===== src/hw/rtl/tprs_pkg.sv =====
package tprs_pkg;

    // Sizing of the task table and the priority rings.
    localparam int NUM_TASKS      = 64;
    localparam int NUM_PRIORITIES = 16;
    localparam int RING_DEPTH     = 64;

    // Port field widths, fixed by the command format.
    localparam int CMD_W    = 2;
    localparam int TID_W    = 6;
    localparam int PRI_IN_W = 5;
    localparam int ENTRY_W  = 32;
    localparam int STATUS_W = 3;
    localparam int LIVE_W   = 7;

    // Internal widths derived from the sizing.
    localparam int IDX_W   = (NUM_TASKS > 1) ? $clog2(NUM_TASKS) : 1;
    localparam int PRIO_W  = (NUM_PRIORITIES > 1) ? $clog2(NUM_PRIORITIES) : 1;
    localparam int PTR_W   = (RING_DEPTH > 1) ? $clog2(RING_DEPTH) : 1;
    localparam int CNT_W   = $clog2(RING_DEPTH + 1);
    localparam int SLOT_AW = (NUM_PRIORITIES * RING_DEPTH > 1) ?
                             $clog2(NUM_PRIORITIES * RING_DEPTH) : 1;
    localparam int SLOTS   = NUM_PRIORITIES * RING_DEPTH;

    // Command codes.
    localparam logic [CMD_W-1:0] CMD_CREATE = 2'd0;
    localparam logic [CMD_W-1:0] CMD_YIELD  = 2'd1;
    localparam logic [CMD_W-1:0] CMD_EXIT   = 2'd2;

    // Status codes.
    localparam logic [STATUS_W-1:0] ST_OK         = 3'd0;
    localparam logic [STATUS_W-1:0] ST_BAD_PRIO   = 3'd1;
    localparam logic [STATUS_W-1:0] ST_NO_FREE    = 3'd2;
    localparam logic [STATUS_W-1:0] ST_RING_FULL  = 3'd3;
    localparam logic [STATUS_W-1:0] ST_RING_EMPTY = 3'd4;

    // Task descriptor states.
    localparam logic [1:0] TS_FREE   = 2'd0;
    localparam logic [1:0] TS_READY  = 2'd1;
    localparam logic [1:0] TS_ZOMBIE = 2'd2;

    // Sequencer states, one-hot.
    typedef enum logic [7:0] {
        S_IDLE   = 8'b0000_0001,
        S_SCAN   = 8'b0000_0010,
        S_COMMIT = 8'b0000_0100,
        S_PRD    = 8'b0000_1000,
        S_YUPD   = 8'b0001_0000,
        S_XUPD   = 8'b0010_0000,
        S_DONE   = 8'b0100_0000
    } seq_state_t;

    // Advance a ring pointer with wrap.
    function automatic logic [PTR_W-1:0] ring_next(input logic [PTR_W-1:0] i);
        ring_next = (i == PTR_W'(RING_DEPTH - 1)) ? '0 : i + PTR_W'(1);
    endfunction

endpackage


===== src/hw/rtl/task_table_priority_ring_scheduler.sv =====
// Task table with one ring of task ids per priority, driven by a small sequencer.
// A create scans the descriptors from just past the last issued id, probing one entry per cycle
// through the registered state memory, commits the new task and then yields the caller; yield
// and exit read the caller's priority and then update its ring; a bad priority or the unused
// code goes straight to the result. One command at a time: the next input transfer comes in
// the cycle the result appears at the earliest. Reset clears the sequencer, ring pointers,
// live count and state valid bits, and sets the last issued id to the top of the table.
module task_table_priority_ring_scheduler (
    input  logic                            clk,
    input  logic                            rst_n,
    input  logic                            in_valid,
    output logic                            in_ready,
    input  logic [tprs_pkg::CMD_W-1:0]      cmd,
    input  logic [tprs_pkg::TID_W-1:0]      caller_tid,
    input  logic [tprs_pkg::PRI_IN_W-1:0]   new_priority,
    input  logic [tprs_pkg::ENTRY_W-1:0]    entry_address,
    output logic                            out_valid,
    input  logic                            out_ready,
    output logic [tprs_pkg::STATUS_W-1:0]   status,
    output logic [tprs_pkg::TID_W-1:0]      tid_out,
    output logic [tprs_pkg::LIVE_W-1:0]     live_tasks
);

    localparam int IDX_W   = tprs_pkg::IDX_W;
    localparam int PRIO_W  = tprs_pkg::PRIO_W;
    localparam int PTR_W   = tprs_pkg::PTR_W;
    localparam int CNT_W   = tprs_pkg::CNT_W;
    localparam int SLOT_AW = tprs_pkg::SLOT_AW;

    // Memories. The state memory has a valid bit per entry so that an entry that
    // was never written reads as free.
    logic [1:0]                     st_mem    [tprs_pkg::NUM_TASKS];
    logic [PRIO_W-1:0]              prio_mem  [tprs_pkg::NUM_TASKS];
    logic [tprs_pkg::ENTRY_W-1:0]   entry_mem [tprs_pkg::NUM_TASKS];
    logic [tprs_pkg::TID_W-1:0]     slot_mem  [tprs_pkg::SLOTS];

    logic [tprs_pkg::NUM_TASKS-1:0] st_valid_reg;
    logic [1:0]                     st_rdata_reg;
    logic                           st_vbit_reg;
    logic [PRIO_W-1:0]              prio_rdata_reg;

    // Per-priority ring pointers, small enough to live in flops.
    logic [PTR_W-1:0] ring_head_reg  [tprs_pkg::NUM_PRIORITIES];
    logic [PTR_W-1:0] ring_tail_reg  [tprs_pkg::NUM_PRIORITIES];
    logic [CNT_W-1:0] ring_count_reg [tprs_pkg::NUM_PRIORITIES];

    // Sequencer and control registers.
    tprs_pkg::seq_state_t           state_reg, state_next;
    logic [IDX_W-1:0]               scan_addr_reg, scan_addr_next;
    logic [IDX_W-1:0]               probe_addr_reg;
    logic                           probe_vld_reg, probe_vld_next;
    logic [IDX_W-1:0]               last_issued_reg, last_issued_next;
    logic [tprs_pkg::LIVE_W-1:0]    alive_reg, alive_next;
    logic                           out_valid_reg, out_valid_next;

    // Command payload and result holding registers.
    logic [tprs_pkg::CMD_W-1:0]     cmd_reg;
    logic [tprs_pkg::TID_W-1:0]     caller_reg;
    logic [tprs_pkg::PRI_IN_W-1:0]  prio_reg;
    logic [tprs_pkg::ENTRY_W-1:0]   entry_reg;
    logic [IDX_W-1:0]               tid_reg, tid_next;
    logic [tprs_pkg::STATUS_W-1:0]  res_status_reg, res_status_next;
    logic [tprs_pkg::TID_W-1:0]     res_tid_reg, res_tid_next;
    logic [tprs_pkg::STATUS_W-1:0]  out_status_reg;
    logic [tprs_pkg::TID_W-1:0]     out_tid_reg;
    logic [tprs_pkg::LIVE_W-1:0]    out_live_reg;

    // Write ports and ring update, driven by the sequencer.
    logic                           st_we;
    logic [IDX_W-1:0]               st_waddr;
    logic [1:0]                     st_wdata;
    logic                           sl_we;
    logic [SLOT_AW-1:0]             sl_waddr;
    logic [tprs_pkg::TID_W-1:0]     sl_wdata;
    logic [PTR_W-1:0]               sl_slot;
    logic                           commit_we;
    logic                           ring_we;
    logic [PRIO_W-1:0]              ring_p;
    logic [PTR_W-1:0]               head_new, tail_new;
    logic [CNT_W-1:0]               count_new;

    logic                           in_xfer;
    logic                           out_load;
    logic                           caller_in_ok;
    logic                           caller_reg_ok;
    logic                           probe_free;
    logic [PRIO_W-1:0]              prio_eff;
    logic [PTR_W-1:0]               head_cur, tail_cur;
    logic [CNT_W-1:0]               count_cur;
    logic [IDX_W-1:0]               scan_start;
    logic [IDX_W-1:0]               caller_idx;

    assign in_ready   = (state_reg == tprs_pkg::S_IDLE);
    assign in_xfer    = in_valid && in_ready;
    assign out_load   = (state_reg == tprs_pkg::S_DONE) && (!out_valid_reg || out_ready);
    assign out_valid  = out_valid_reg;
    assign status     = out_status_reg;
    assign tid_out    = out_tid_reg;
    assign live_tasks = out_live_reg;

    assign caller_in_ok  = (32'(caller_tid) < tprs_pkg::NUM_TASKS);
    assign caller_reg_ok = (32'(caller_reg) < tprs_pkg::NUM_TASKS);
    assign caller_idx    = IDX_W'(caller_reg);

    // The scan starts just after the last issued id and wraps to zero only there.
    assign scan_start = (last_issued_reg == IDX_W'(tprs_pkg::NUM_TASKS - 1)) ?
                        '0 : last_issued_reg + IDX_W'(1);

    assign probe_free = !st_vbit_reg || (st_rdata_reg == tprs_pkg::TS_FREE);

    // A stored priority outside the ring range falls back to ring zero.
    assign prio_eff = (32'(prio_rdata_reg) < tprs_pkg::NUM_PRIORITIES) ? prio_rdata_reg : '0;

    // One ring is touched per cycle: the new task's ring during scan and commit,
    // the caller's ring during yield and exit updates.
    assign ring_p    = ((state_reg == tprs_pkg::S_YUPD) || (state_reg == tprs_pkg::S_XUPD)) ?
                       prio_eff : PRIO_W'(prio_reg);
    assign head_cur  = ring_head_reg[ring_p];
    assign tail_cur  = ring_tail_reg[ring_p];
    assign count_cur = ring_count_reg[ring_p];

    assign sl_waddr  = SLOT_AW'(32'(ring_p) * tprs_pkg::RING_DEPTH + 32'(sl_slot));

    always_comb
    begin
        state_next       = state_reg;
        scan_addr_next   = scan_addr_reg;
        probe_vld_next   = probe_vld_reg;
        last_issued_next = last_issued_reg;
        alive_next       = alive_reg;
        tid_next         = tid_reg;
        res_status_next  = res_status_reg;
        res_tid_next     = res_tid_reg;
        st_we            = 1'b0;
        st_waddr         = caller_idx;
        st_wdata         = tprs_pkg::TS_READY;
        sl_we            = 1'b0;
        sl_slot          = tail_cur;
        sl_wdata         = caller_reg;
        commit_we        = 1'b0;
        ring_we          = 1'b0;
        head_new         = head_cur;
        tail_new         = tail_cur;
        count_new        = count_cur;

        case (state_reg)
            tprs_pkg::S_IDLE:
            begin
                if (in_xfer)
                begin
                    res_status_next = tprs_pkg::ST_OK;
                    res_tid_next    = '0;
                    scan_addr_next  = scan_start;
                    probe_vld_next  = 1'b0;
                    case (cmd)
                        tprs_pkg::CMD_CREATE:
                        begin
                            if (32'(new_priority) >= tprs_pkg::NUM_PRIORITIES)
                            begin
                                res_status_next = tprs_pkg::ST_BAD_PRIO;
                                state_next      = tprs_pkg::S_DONE;
                            end
                            else
                            begin
                                state_next = tprs_pkg::S_SCAN;
                            end
                        end
                        tprs_pkg::CMD_YIELD:
                        begin
                            res_tid_next = caller_tid;
                            state_next   = caller_in_ok ? tprs_pkg::S_PRD : tprs_pkg::S_DONE;
                        end
                        tprs_pkg::CMD_EXIT:
                        begin
                            state_next = caller_in_ok ? tprs_pkg::S_PRD : tprs_pkg::S_DONE;
                        end
                        default:
                        begin
                            state_next = tprs_pkg::S_DONE;
                        end
                    endcase
                end
            end

            tprs_pkg::S_SCAN:
            begin
                // One probe is issued per cycle; its answer is registered and returns in the following cycle.
                probe_vld_next = 1'b1;
                scan_addr_next = scan_addr_reg + IDX_W'(1);
                if (probe_vld_reg && probe_free)
                begin
                    tid_next = probe_addr_reg;
                    if (32'(count_cur) >= tprs_pkg::RING_DEPTH)
                    begin
                        res_status_next = tprs_pkg::ST_RING_FULL;
                        state_next      = tprs_pkg::S_DONE;
                    end
                    else
                    begin
                        state_next = tprs_pkg::S_COMMIT;
                    end
                end
                else if (probe_vld_reg &&
                         (probe_addr_reg == IDX_W'(tprs_pkg::NUM_TASKS - 1)))
                begin
                    res_status_next = tprs_pkg::ST_NO_FREE;
                    state_next      = tprs_pkg::S_DONE;
                end
            end

            tprs_pkg::S_COMMIT:
            begin
                st_we            = 1'b1;
                st_waddr         = tid_reg;
                st_wdata         = tprs_pkg::TS_READY;
                commit_we        = 1'b1;
                last_issued_next = tid_reg;
                alive_next       = alive_reg + tprs_pkg::LIVE_W'(1);
                ring_we          = 1'b1;
                count_new        = count_cur + CNT_W'(1);
                if (count_cur == '0)
                begin
                    head_new = '0;
                    tail_new = '0;
                end
                else
                begin
                    tail_new = tprs_pkg::ring_next(tail_cur);
                end
                sl_we        = 1'b1;
                sl_slot      = tail_new;
                sl_wdata     = tprs_pkg::TID_W'(tid_reg);
                res_tid_next = tprs_pkg::TID_W'(tid_reg);
                // The caller's priority is read only after this write has landed.
                state_next   = caller_reg_ok ? tprs_pkg::S_PRD : tprs_pkg::S_DONE;
            end

            tprs_pkg::S_PRD:
            begin
                state_next = (cmd_reg == tprs_pkg::CMD_EXIT) ? tprs_pkg::S_XUPD :
                                                               tprs_pkg::S_YUPD;
            end

            tprs_pkg::S_YUPD:
            begin
                st_we    = 1'b1;
                st_wdata = tprs_pkg::TS_READY;
                if (count_cur > CNT_W'(1))
                begin
                    ring_we  = 1'b1;
                    head_new = tprs_pkg::ring_next(head_cur);
                    tail_new = tprs_pkg::ring_next(tail_cur);
                    sl_we    = 1'b1;
                    sl_slot  = tail_new;
                    sl_wdata = caller_reg;
                end
                state_next = tprs_pkg::S_DONE;
            end

            tprs_pkg::S_XUPD:
            begin
                if (count_cur == '0)
                begin
                    res_status_next = tprs_pkg::ST_RING_EMPTY;
                end
                else
                begin
                    st_we     = 1'b1;
                    st_wdata  = tprs_pkg::TS_ZOMBIE;
                    ring_we   = 1'b1;
                    head_new  = tprs_pkg::ring_next(head_cur);
                    count_new = count_cur - CNT_W'(1);
                    if (alive_reg != '0)
                    begin
                        alive_next = alive_reg - tprs_pkg::LIVE_W'(1);
                    end
                end
                state_next = tprs_pkg::S_DONE;
            end

            tprs_pkg::S_DONE:
            begin
                if (out_load)
                begin
                    state_next = tprs_pkg::S_IDLE;
                end
            end

            default:
            begin
                state_next = tprs_pkg::S_IDLE;
            end
        endcase
    end

    always_comb
    begin
        out_valid_next = out_valid_reg && !out_ready;
        if (out_load)
        begin
            out_valid_next = 1'b1;
        end
    end

    // Control state.
    always_ff @(posedge clk or negedge rst_n)
    begin
        if (!rst_n)
        begin
            state_reg       <= tprs_pkg::S_IDLE;
            scan_addr_reg   <= '0;
            probe_vld_reg   <= 1'b0;
            last_issued_reg <= IDX_W'(tprs_pkg::NUM_TASKS - 1);
            alive_reg       <= '0;
            out_valid_reg   <= 1'b0;
            st_valid_reg    <= '0;
            for (int i = 0; i < tprs_pkg::NUM_PRIORITIES; i++)
            begin
                ring_head_reg[i]  <= '0;
                ring_tail_reg[i]  <= '0;
                ring_count_reg[i] <= '0;
            end
        end
        else
        begin
            state_reg       <= state_next;
            scan_addr_reg   <= scan_addr_next;
            probe_vld_reg   <= probe_vld_next;
            last_issued_reg <= last_issued_next;
            alive_reg       <= alive_next;
            out_valid_reg   <= out_valid_next;
            if (st_we)
            begin
                st_valid_reg[st_waddr] <= 1'b1;
            end
            if (ring_we)
            begin
                ring_head_reg[ring_p]  <= head_new;
                ring_tail_reg[ring_p]  <= tail_new;
                ring_count_reg[ring_p] <= count_new;
            end
        end
    end

    // Payload registers.
    always_ff @(posedge clk)
    begin
        if (in_xfer)
        begin
            cmd_reg    <= cmd;
            caller_reg <= caller_tid;
            prio_reg   <= new_priority;
            entry_reg  <= entry_address;
        end
        tid_reg        <= tid_next;
        res_status_reg <= res_status_next;
        res_tid_reg    <= res_tid_next;
        probe_addr_reg <= scan_addr_reg;
        if (out_load)
        begin
            out_status_reg <= res_status_reg;
            out_tid_reg    <= res_tid_reg;
            out_live_reg   <= alive_reg;
        end
    end

    // Task state memory: one write port, one registered read port for the scan.
    always_ff @(posedge clk)
    begin
        if (st_we)
        begin
            st_mem[st_waddr] <= st_wdata;
        end
        st_rdata_reg <= st_mem[scan_addr_reg];
        st_vbit_reg  <= st_valid_reg[scan_addr_reg];
    end

    // Priority memory, always read at the caller's id.
    always_ff @(posedge clk)
    begin
        if (commit_we)
        begin
            prio_mem[tid_reg] <= PRIO_W'(prio_reg);
        end
        prio_rdata_reg <= prio_mem[caller_idx];
    end

    // Entry address memory.
    always_ff @(posedge clk)
    begin
        if (commit_we)
        begin
            entry_mem[tid_reg] <= entry_reg;
        end
    end

    // Ring slot memory, addressed by priority and slot.
    always_ff @(posedge clk)
    begin
        if (sl_we)
        begin
            slot_mem[sl_waddr] <= sl_wdata;
        end
    end

`ifndef ASSERT_OFF
    a_alive_bound: assert property (@(posedge clk) disable iff (!rst_n)
        32'(alive_reg) <= tprs_pkg::NUM_TASKS)
        else $error("live task count exceeds the table size");

    a_ring_bound: assert property (@(posedge clk) disable iff (!rst_n)
        ring_we |-> (32'(count_new) <= tprs_pkg::RING_DEPTH))
        else $error("ring count update exceeds the ring depth");

    a_commit_last: assert property (@(posedge clk) disable iff (!rst_n)
        (state_reg == tprs_pkg::S_COMMIT) |=> (last_issued_reg == $past(tid_reg)))
        else $error("last issued id not updated by a create");

    a_busy_after_xfer: assert property (@(posedge clk) disable iff (!rst_n)
        in_xfer |=> !in_ready)
        else $error("input taken again while a command is in progress");

    a_scan_found_free: assert property (@(posedge clk) disable iff (!rst_n)
        (state_reg == tprs_pkg::S_COMMIT) |-> ($past(probe_free) && $past(probe_vld_reg)))
        else $error("create committed without a free descriptor");
`endif

endmodule


===== config.mk =====
export PLATFORM = sky130hd
export DESIGN_NAME = task_table_priority_ring_scheduler
export DESIGN_NICKNAME = d
export VERILOG_FILES = /design/src/hw/rtl/tprs_pkg.sv /design/src/hw/rtl/task_table_priority_ring_scheduler.sv
export SDC_FILE = /design/constraint.sdc
export NUM_CORES = 1
export LEC_CHECK = 0
export BUFFER_PORTS_ARGS = -buffer_cell sky130_fd_sc_hd__buf_2
export CELL_PAD_IN_SITES_DETAIL_PLACEMENT = 1
export CELL_PAD_IN_SITES_GLOBAL_PLACEMENT = 1
export CORE_AREA = 5 5 292 294
export DETAILED_ROUTE_END_ITERATION = 8
export DIE_AREA = 0 0 297 299
export PLACE_DENSITY = 0.67
export SLEW_MARGIN = 20
export SYNTH_ARGS = -nofsm -noshare
export SYNTH_HDL_FRONTEND = slang
export SYNTH_SLANG_ARGS = --single-unit

===== constraint.sdc =====
create_clock -name clk -period 5.3 [get_ports clk]
set_input_delay 0.53 -clock clk [delete_from_list [all_inputs] [get_ports clk]]
set_output_delay 0.53 -clock clk [all_outputs]
set_load 0.02 [all_outputs]

==> results of run 1 <==
[worst paths after layout]
check | cells after the start | from | end | slack, ps
worst max-delay path | 11 | state_reg[1] | ring_count_reg[60] | 260
worst min register to register | 0 | probe_addr_reg[4] | tid_reg[4] | 410
min in group clk | 1 | new_priority[3] | prio_reg[3] | 70
max in group asynchronous | 2 | rst_n | scan_addr_reg[0] | 4220
worst min-delay path | 1 | rst_n | ring_count_reg[84] | -30
worst max register to register | 11 | state_reg[1] | ring_count_reg[60] | 260
[worst max-delay path: stages, from the launching register on]
cell and delay (ps):
dfrtp_1 460, or4_4 660, nor3_4 390, buf_4 250
o41a_1 250, o32ai_1 170, nor4_1 600, nand3_1 330
a31oi_2 360, a211o_1 400, and3_1 640, mux2_2 410
[power by group]
group	total (uW)	internal [uW]	switching, uW
clock	5060	2930	2140
sequential	6290	5860	426
combinational	3560	1410	2150
[per-stage QoR]
stage | utilization | cell area, um2
global route | 0.3936 | 32520
global placement | 0.3638 | 30060
CTS | 0.3930 | 32470
finish | 0.3936 | 32520
detailed placement | 0.3639 | 30060
floorplan | - | 28530
[synthesized netlist by cell type, types with 23 or more instances]
cell      count
clkbuf_1     81
mux2_2      126
o21bai_1     67
nand2b_1     30
nand3_1      28
o21ai_0      34
dfrtp_1     197
nor2_1      156
buf_2        23
edfxtp_1    427
a21oi_1      36
nand2_1     113
mux4_2      147
inv_1        29
[area by class of cell]
type	instances	area [um2]	area share
clock buffers	90	1889	0.05809
clock inverters	43	518.0	0.01593
inverters	30	112.6	0.003462
multi-input cells	1061	9749	0.2998
flip-flops and latches	644	18200	0.5596
well taps	1080	1351	0.04155
repair buffers	91	701.9	0.02158
[kinds of logic after synthesis]
| kind of cell | count (synthesis) | synth area share |
|---|---|---|
| and+or+nand+nor | 451 | 0.08089 |
| AOI/OAI and AO/OA | 278 | 0.07154 |
| adders and majority gates | 14 | 0.006405 |
| muxes | 302 | 0.1763 |
| buffers and inverters | 157 | 0.02233 |
| xor gates and xnor gates | 15 | 0.004606 |
| DFF | 644 | 0.6379 |
[metal layers]
layer / up-vias / part of all wire / global-route usage
met2: 459 / 0.49 / 0.2770
met4: 4 / 0.024 / 0.04801
li1: 7305 / - / -
met1: 8979 / 0.43 / 0.2223
met5: - / 0.00031 / 0
met3: 120 / 0.059 / 0.03255
==> flow_summary.ini, run 1 <==
[timing]
fin_skew_ps = 46.07
finalSetupTns_ps = 0
timing.final.crit_period_ps = 5044
period_share = 0.9517
slew_headroom = 0.3115
holdWs_ps = -34.33
setup_ws_ps = 256.0
setup_viol = 0
timing.fmax_mhz = 198.3
grt_setup_unrepaired = no
slew_violations = 0
worst_slew_pin_slew_ps = 1033
hold_violations = 13

[detailed_routing]
num_vias = 16870
drt_iter0_drc = 1325
drtAntennaViolNets = 0
drt_pass1_iterations = 5
route.detailed.drc = 0
drt_wl_total_mm = 75.23
viasPerCell = 5.550
wl_per_cell_um = 24.75

[logic_synthesis]
syn_nets = 1924
synth-seq-cells = 644
yosysTopAreaCell = edfxtp_1
synthDistinctLibCells = 87
synth-edff-count = 427
netlist_top_cells_area = edfxtp_1 (45%), dfrtp_1 (17%), mux4_2 (12%)
avgSynthCellArea_um2 = 15.33
netlist_area_um2 = 28520
ys_seq_area_frac = 0.6379
ys_async_sr_fraction = 0.3168
synth_top_area_frac = 0.4495
synthCells = 1861
synthFlopType = edfxtp_1
ys_warn_count = 0

[min_path]
min_path_type = in -> async

[grt]
grt_first_pass_wirelength_mm = 114.5
grt_pass1_vias = 18110
antenna_found_initial = 2
globalRouteOverflowTotal = 0
grtUsageTotal = 0.1660
grt_max_degree = 111

[place]
dp_slack_ps = 244.4
place_hpwl_mm = 47.89
portBuffers = 34
dp.cells = 2904
gp_congestion = 0.8570

[cells_and_area]
fillerInstances = 8271
syn2layout_area_growth_pct = 14.02
num_antenna_cells = 0
stdcell_count = 3039
final_layout_size_suffix_gt1_frac = 0.2726
largest_reg_flops = 256
layout.nets = 1963
final_cell_mix = edfxtp_1 (427), dfrtp_1 (195), nor2_1 (156)
final_common_cell = edfxtp_1

[clocking]
postCtsResizedCells = 0
numCtsBuffers = 72
cts_tree = built
h-tree-depth = 3
clockBufferDepth = 3
cts-root-buf = clkbuf_16
cts_hold_buf = 0
cts_sinks = 644
postCtsSetupRepairBufs = 0
clock_insertion_delay_worst_skew_ps = 640
cts.clk_slew.worst_paths_ps = 60

[outcome]
violations = hold timing
status = complete, but fails checks

[die]
dieArea_um2 = 88800
row_count = 106
coreArea_um2 = 82630
dieWidth_um = 297
ioPinCount = 67
floorplan.initialDensity = 0.3452
die_h_um = 299

[critical_path]
end_kind = register
path_class = reg -> reg
worst_setup_path_start_kind = register
path_max_fanout = 9
worstPathRequired_ps = 5810
cp.arrival_ps = 5550

[pwr]
power_density_nw_per_um2 = 458.3
peakVddDrop_mv = 0.2392
p_total_uw = 14910
p_leak_uw = 0.01211

[run]
cap_violations = 0
No activity file was read; power rests on OpenSTA's default activity.
==> run 2: changes to the inputs <==
PLACE_DENSITY = 0.59   (was 0.67)
==> run 2 against run 1 <==
Final cell count grew 0.89%. Critical endpoint is now ring_count_reg[73]. Non-clock buffer count grew 19. Largest cell class unchanged. Fmax up 0.58%. Largest power group unchanged. Cell area grew 1.2%. Critical path depth up 2. Die area stayed put. The flow now finishes without violations.
==> flow_summary.ini, run 2 (synthesis results as in run 1) <==
[detailed_routing]
highest_layer = met5
wl_met1_mm = 34.62
drtAntennaViolNets = 0
route.detailed.drc = 0
drt_wl_total_mm = 77.76
wl_met2_mm = 37.03
num_vias = 16680
viasPerCell = 5.442
wl_met3_mm = 4.143
wl_per_cell_um = 25.36
drt_pass1_iterations = 5
drt_iter0_drc = 1196

[clocking]
clock_insertion_delay_worst_skew_ps = 630
cts_tree = built
clockBufferDepth = 3
cts_sinks = 644
h-tree-depth = 3
numCtsBuffers = 75
cts-root-buf = clkbuf_16
cts.clk_slew.worst_paths_ps = 60

[place]
gp_congestion = 0.8110
portBuffers = 34
place_area_um2 = 30230
place_hpwl_mm = 50.14

[pwr]
power_density_nw_per_um2 = 466.5
p_leak_uw = 0.01235
p_total_uw = 15360
peakVddDrop_mv = 0.2936

[timing]
timing.final.crit_period_ps = 5015
fin_skew_ps = 34.41
slew_violations = 0
finalSetupTns_ps = 0
setup_viol = 0
grt_setup_unrepaired = no
period_share = 0.9462
hold_violations = 0
worst_slew_pin_slew_ps = 1040
timing.fmax_mhz = 199.4
slew_headroom = 0.3000

[critical_path]
worstPathRequired_ps = 5850
crit_chain = or4_4, nor3_4, mux2_2, a221oi_1, nor4_4, ha_1, inv_1, a31o_2, nor4_4, buf_4, o311ai_0, o31a_1, mux2_2
critPathMaxStageDelay_ps = 710
slowest_stage = o31a_1
path_class = reg -> reg
worst_setup_path_start_kind = register
path_max_fanout = 16
cp.arrival_ps = 5570
reg2reg_slack_ps = 280
end_kind = register

[die]
die_h_um = 299
ioPinCount = 67
dieArea_um2 = 88800
coreArea_um2 = 82630
dieWidth_um = 297
floorplan.initialDensity = 0.3452
row_count = 106

[grt]
grt_first_pass_wirelength_mm = 118.1
antenna_found_initial = 4
grtUsageTotal = 0.1736
grt_max_degree = 93
globalRouteOverflowTotal = 0
grt_pass1_vias = 18070

[cells_and_area]
final_common_cell = edfxtp_1
multi_input_area_um2 = 9729
layout.nets = 1984
final_layout_size_suffix_gt1_frac = 0.2838
largest_reg_flops = 256
register_area_um2 = 18200
final_cell_mix = edfxtp_1 (427), dfrtp_1 (195), nor2_1 (156)
syn2layout_area_growth_pct = 15.45
fin_area_um2 = 32930
fillerInstances = 8206

[min_path]
min_path_type = in -> reg

[outcome]
status = completed

[run]
cap_violations = 0
run 2: cell types whose count changed in the layout (fill, tap and decap cells not counted), moves of 3 or more:
| cell | previous run | this run |
|---|---|---|
| clkbuf_16 | 72 | 79 |
| clkinv_16 | 3 | 0 |
| clkbuf_1 | 16 | 11 |
| bufinv_16 | 7 | 12 |
| buf_12 | 6 | 9 |
| clkinv_2 | 7 | 12 |
| buf_4 | 50 | 64 |
run 2: what timing repair did:
item,in CTS,in global routing
hold buffers,1,0
endpoints found under the setup margin,0,26
hold endpoints to repair,47,0
setup buffers,0,0
gates resized for setup,0,1
run 2: final timing paths:
kind	from	end	depth (start not counted)
hold / removal	new_priority[0]	prio_reg[0]	1
setup / recovery	state_reg[1]	ring_count_reg[73]	13
min in group asynchronous	rst_n	ring_count_reg[89]	2
max in group asynchronous	rst_n	ring_count_reg[23]	3
setup reg to reg	state_reg[1]	ring_count_reg[73]	13
hold reg to reg	res_tid_reg[0]	tid_out[0]	0
run 2: worst max-delay path, delay by kind of cell, from the launching register on:
kind / cells / cell delay [ps]
fa+ha+maj: 1 / 270
simple gates: 4 / 1380
mux: 2 / 780
buf+inv: 2 / 270
flops: 1 / 460
compound gates: 4 / 1790
run 2: through the flow:
| stage | std cells | util | hold WS, ps | setup WS, ps |
|---|---|---|---|---|
| 3_3_place_gp | 2922 | 0.3659 | 406.9 | 289.1 |
| 2_1_floorplan | 1861 | - | 234.4 | 254.5 |
| 3_5_place_dp | 2922 | 0.3659 | 408.1 | 239.1 |
| 4_1_cts | 3063 | 0.3980 | 53.89 | 199.9 |
| 5_1_grt | 3064 | 0.3985 | 60.80 | 56.01 |
| 6_report | 3066 | 0.3985 | 91.31 | 284.9 |
run 2: where the power goes:
part	switching, uW	internal (uW)	total (uW)
registers	435	5860	6300
clock network	2150	3350	5500
logic	2130	1430	3560
run 2: area by class of cell:
type | count | area share
Antenna cell | 2 | 0.0001520
Clock buffer | 92 | 0.06212
Clock inverter | 48 | 0.01805
Inverter | 30 | 0.003420
Multi-Input combinational cell | 1060 | 0.2955
Sequential cell | 644 | 0.5527
Tap cell | 1080 | 0.04104
Timing Repair Buffer | 110 | 0.02702
run 2: per-layer routing:
layer / vias to the layer above / track usage
met2: 349 / 0.2834
met1: 8864 / 0.2365
met3: 112 / 0.03814
met5: - / 0
li1: 7353 / -
met4: 6 / 0.04756
==> run 3: changes to the inputs <==
ABC_AREA = 1   (was unset)
PLACE_DENSITY = 0.62   (was 0.59)
==> run 3 against run 2 <==
The run now ends with hold timing left. Via count rose by 26%. Setup slack improved by 300 ps. Sequential cell count did not move. Count of clock-buffer cells in the layout fell by 3. Routed wire length rose by 9.2%. First-iteration DRC count rose by 15%. Power fell by 1.6%.
==> flow_summary.ini, run 3 <==
[critical_path]
slowest_stage = nand2_2
crit_chain = inv_1, nand2_1, nor2_4, nand2_2, nand2_4, nand2_1, nand2_1, nand2_1, or2_0, nand3_1, nand2_1, nor2_4, ha_1, inv_1, nor2_4, nand2_2, nand2_4, nand3_2, nand2_2, nor2_1
crit_buf_inv = 2
path_max_fanout = 16
worstPathRequired_ps = 5630
r2r_end = st_mem[7][1]
crit_family = simple AND/OR/NAND/NOR gates
end_kind = register
r2r.worst_path.cells = 20
path_class = reg -> reg
reg2reg_slack_ps = 590
worst_setup_path_start_kind = register
cp.arrival_ps = 5050
cp.depth = 20
r2r-start = state_reg[1]
critPathMaxStageDelay_ps = 610
crit_top_cell = nand2_1

[timing]
holdWs_ps = -34.41
timing.final.crit_period_ps = 4715
hold_violations = 16
timing.fmax_mhz = 212.1
period_share = 0.8896
setup_viol = 0
slew_violations = 0
grt_setup_unrepaired = no
finalSetupTns_ps = 0
fin_skew_ps = 43.50
slew_headroom = 0.2743
worst_slew_pin_slew_ps = 1082

[cells_and_area]
utilization = 0.3908
largest_reg_flops = 256
syn2layout_area_growth_pct = 13.01
fin_area_um2 = 32290
final_layout_size_suffix_gt1_frac = 0.09299
final_cell_mix = nand2_1 (698), nor2_1 (437), edfxtp_1 (427)
fillerInstances = 9231
layout.nets = 2972
stdcell_count = 4049
final_common_cell = nand2_1

[logic_synthesis]
synth_common_cells = nand2_1 (698), nor2_1 (437), edfxtp_1 (427)
synthFlopType = edfxtp_1
netlist_area_um2 = 28570
yosysTopAreaCell = edfxtp_1
ys_seq_area_frac = 0.6368
synth-seq-cells = 644
ys_async_sr_fraction = 0.3168
synth-edff-count = 427
syn_nets = 2954
netlist_top_cells_area = edfxtp_1 (45%), dfrtp_1 (17%), nand2_1 (9.2%)
synthDistinctLibCells = 52
synth_top_area_frac = 0.4487
ys_warn_count = 0
synthCells = 2891
avgSynthCellArea_um2 = 9.884
yosysMostFrequentCell = nand2_1

[grt]
grtUsageTotal = 0.1876
antenna_found_initial = 3
globalRouteOverflowTotal = 0
grt_pass1_vias = 22220
grt_max_degree = 115
grt_first_pass_wirelength_mm = 130.6

[clocking]
cts-root-buf = clkbuf_16
h-tree-depth = 3
cts.clk_slew.worst_paths_ps = 60
postCtsResizedCells = 0
cts_tree = built
clockBufferDepth = 3
postCtsSetupRepairBufs = 0
cts_hold_buf = 0
cts_sinks = 644
numCtsBuffers = 74
clock_insertion_delay_worst_skew_ps = 640

[place]
portBuffers = 34
gp_congestion = 0.8231
dp.cells = 3913
place_area_um2 = 29850
place_hpwl_mm = 53.20

[detailed_routing]
drt_wl_total_mm = 84.91
route.detailed.drc = 0
drt_iter0_drc = 1372
drtAntennaViolNets = 0
num_vias = 21000
viasPerCell = 5.185
wl_per_cell_um = 20.97
drt_pass1_iterations = 5

[pwr]
p_leak_uw = 0.01312
peakVddDrop_mv = 0.2928
power_density_nw_per_um2 = 468.1

[outcome]
violations = hold timing
status = complete, but fails checks

[die]
die_h_um = 299
row_count = 106
dieArea_um2 = 88800
ioPinCount = 67
coreArea_um2 = 82630
floorplan.initialDensity = 0.3458
dieWidth_um = 297

[run]
cap_violations = 0

[min_path]
min_path_type = in -> async
## run 3: per-stage QoR
stage	total power [uW]	hold WS [ps]	setup WS (ps)
global route	15900	40.28	192.8
CTS	15270	16.69	484.8
detailed placement	10100	404.1	466.8
global placement	9997	397.7	634.2
finish	15120	-34.41	585.3
floorplan	8609	234.4	1122
## run 3: cells by family after synthesis
group / after synthesis / synth area share
and+or+nand+nor: 1347 / 0.1976
AOI/OAI and AO/OA: 537 / 0.1071
buffers and inverters: 340 / 0.04939
xor gates and xnor gates: 9 / 0.002759
DFF: 644 / 0.6368
adders and majority gates: 14 / 0.006393
## run 3: worst max-delay path by stage
stage,startpoint,slack (ps),endpoint
after floorplan,prio_reg[3],1120,ring_count_reg[102]
after global placement,state_reg[1],630,st_mem[39][0]
after detailed placement,state_reg[1],470,st_mem[63][0]
after CTS,state_reg[1],480,st_mem[7][1]
after global routing,state_reg[1],190,st_mem[55][0]
final,state_reg[1],590,st_mem[7][1]
## run 3: routing by layer
layer  part of all wire  GRT usage
met1               0.44     0.2457
met2               0.49     0.3236
met3              0.041    0.03109
met4              0.029    0.05250
met5           0.000094          0
## run 3: layout make-up
| cell class | instances | area, um2 | share of cell area |
|---|---|---|---|
| antenna | 1 | 2.502 | 0.00007750 |
| sequential | 644 | 18200 | 0.5635 |
| clock inverter | 46 | 500.5 | 0.01550 |
| multi-input combinational | 1907 | 8987 | 0.2783 |
| clock buffer | 89 | 1939 | 0.06006 |
| timing repair buffer | 84 | 568.0 | 0.01759 |
| tap | 1080 | 1351 | 0.04185 |
| inverter | 198 | 744.5 | 0.02305 |
## run 3: power by group
group	internal, uW	leakage (uW)	switching (uW)
clock	2950	0.00120	2180
sequential	5810	0.00704	210
combinational	1050	0.00488	2920
## run 3: worst reg2reg max path: cells and delay by family (launching register included)
family / cells / cell delay [ps]
fa+ha+maj: 1 / 190
buf+inv: 2 / 180
flops: 1 / 380
simple gates: 17 / 3650
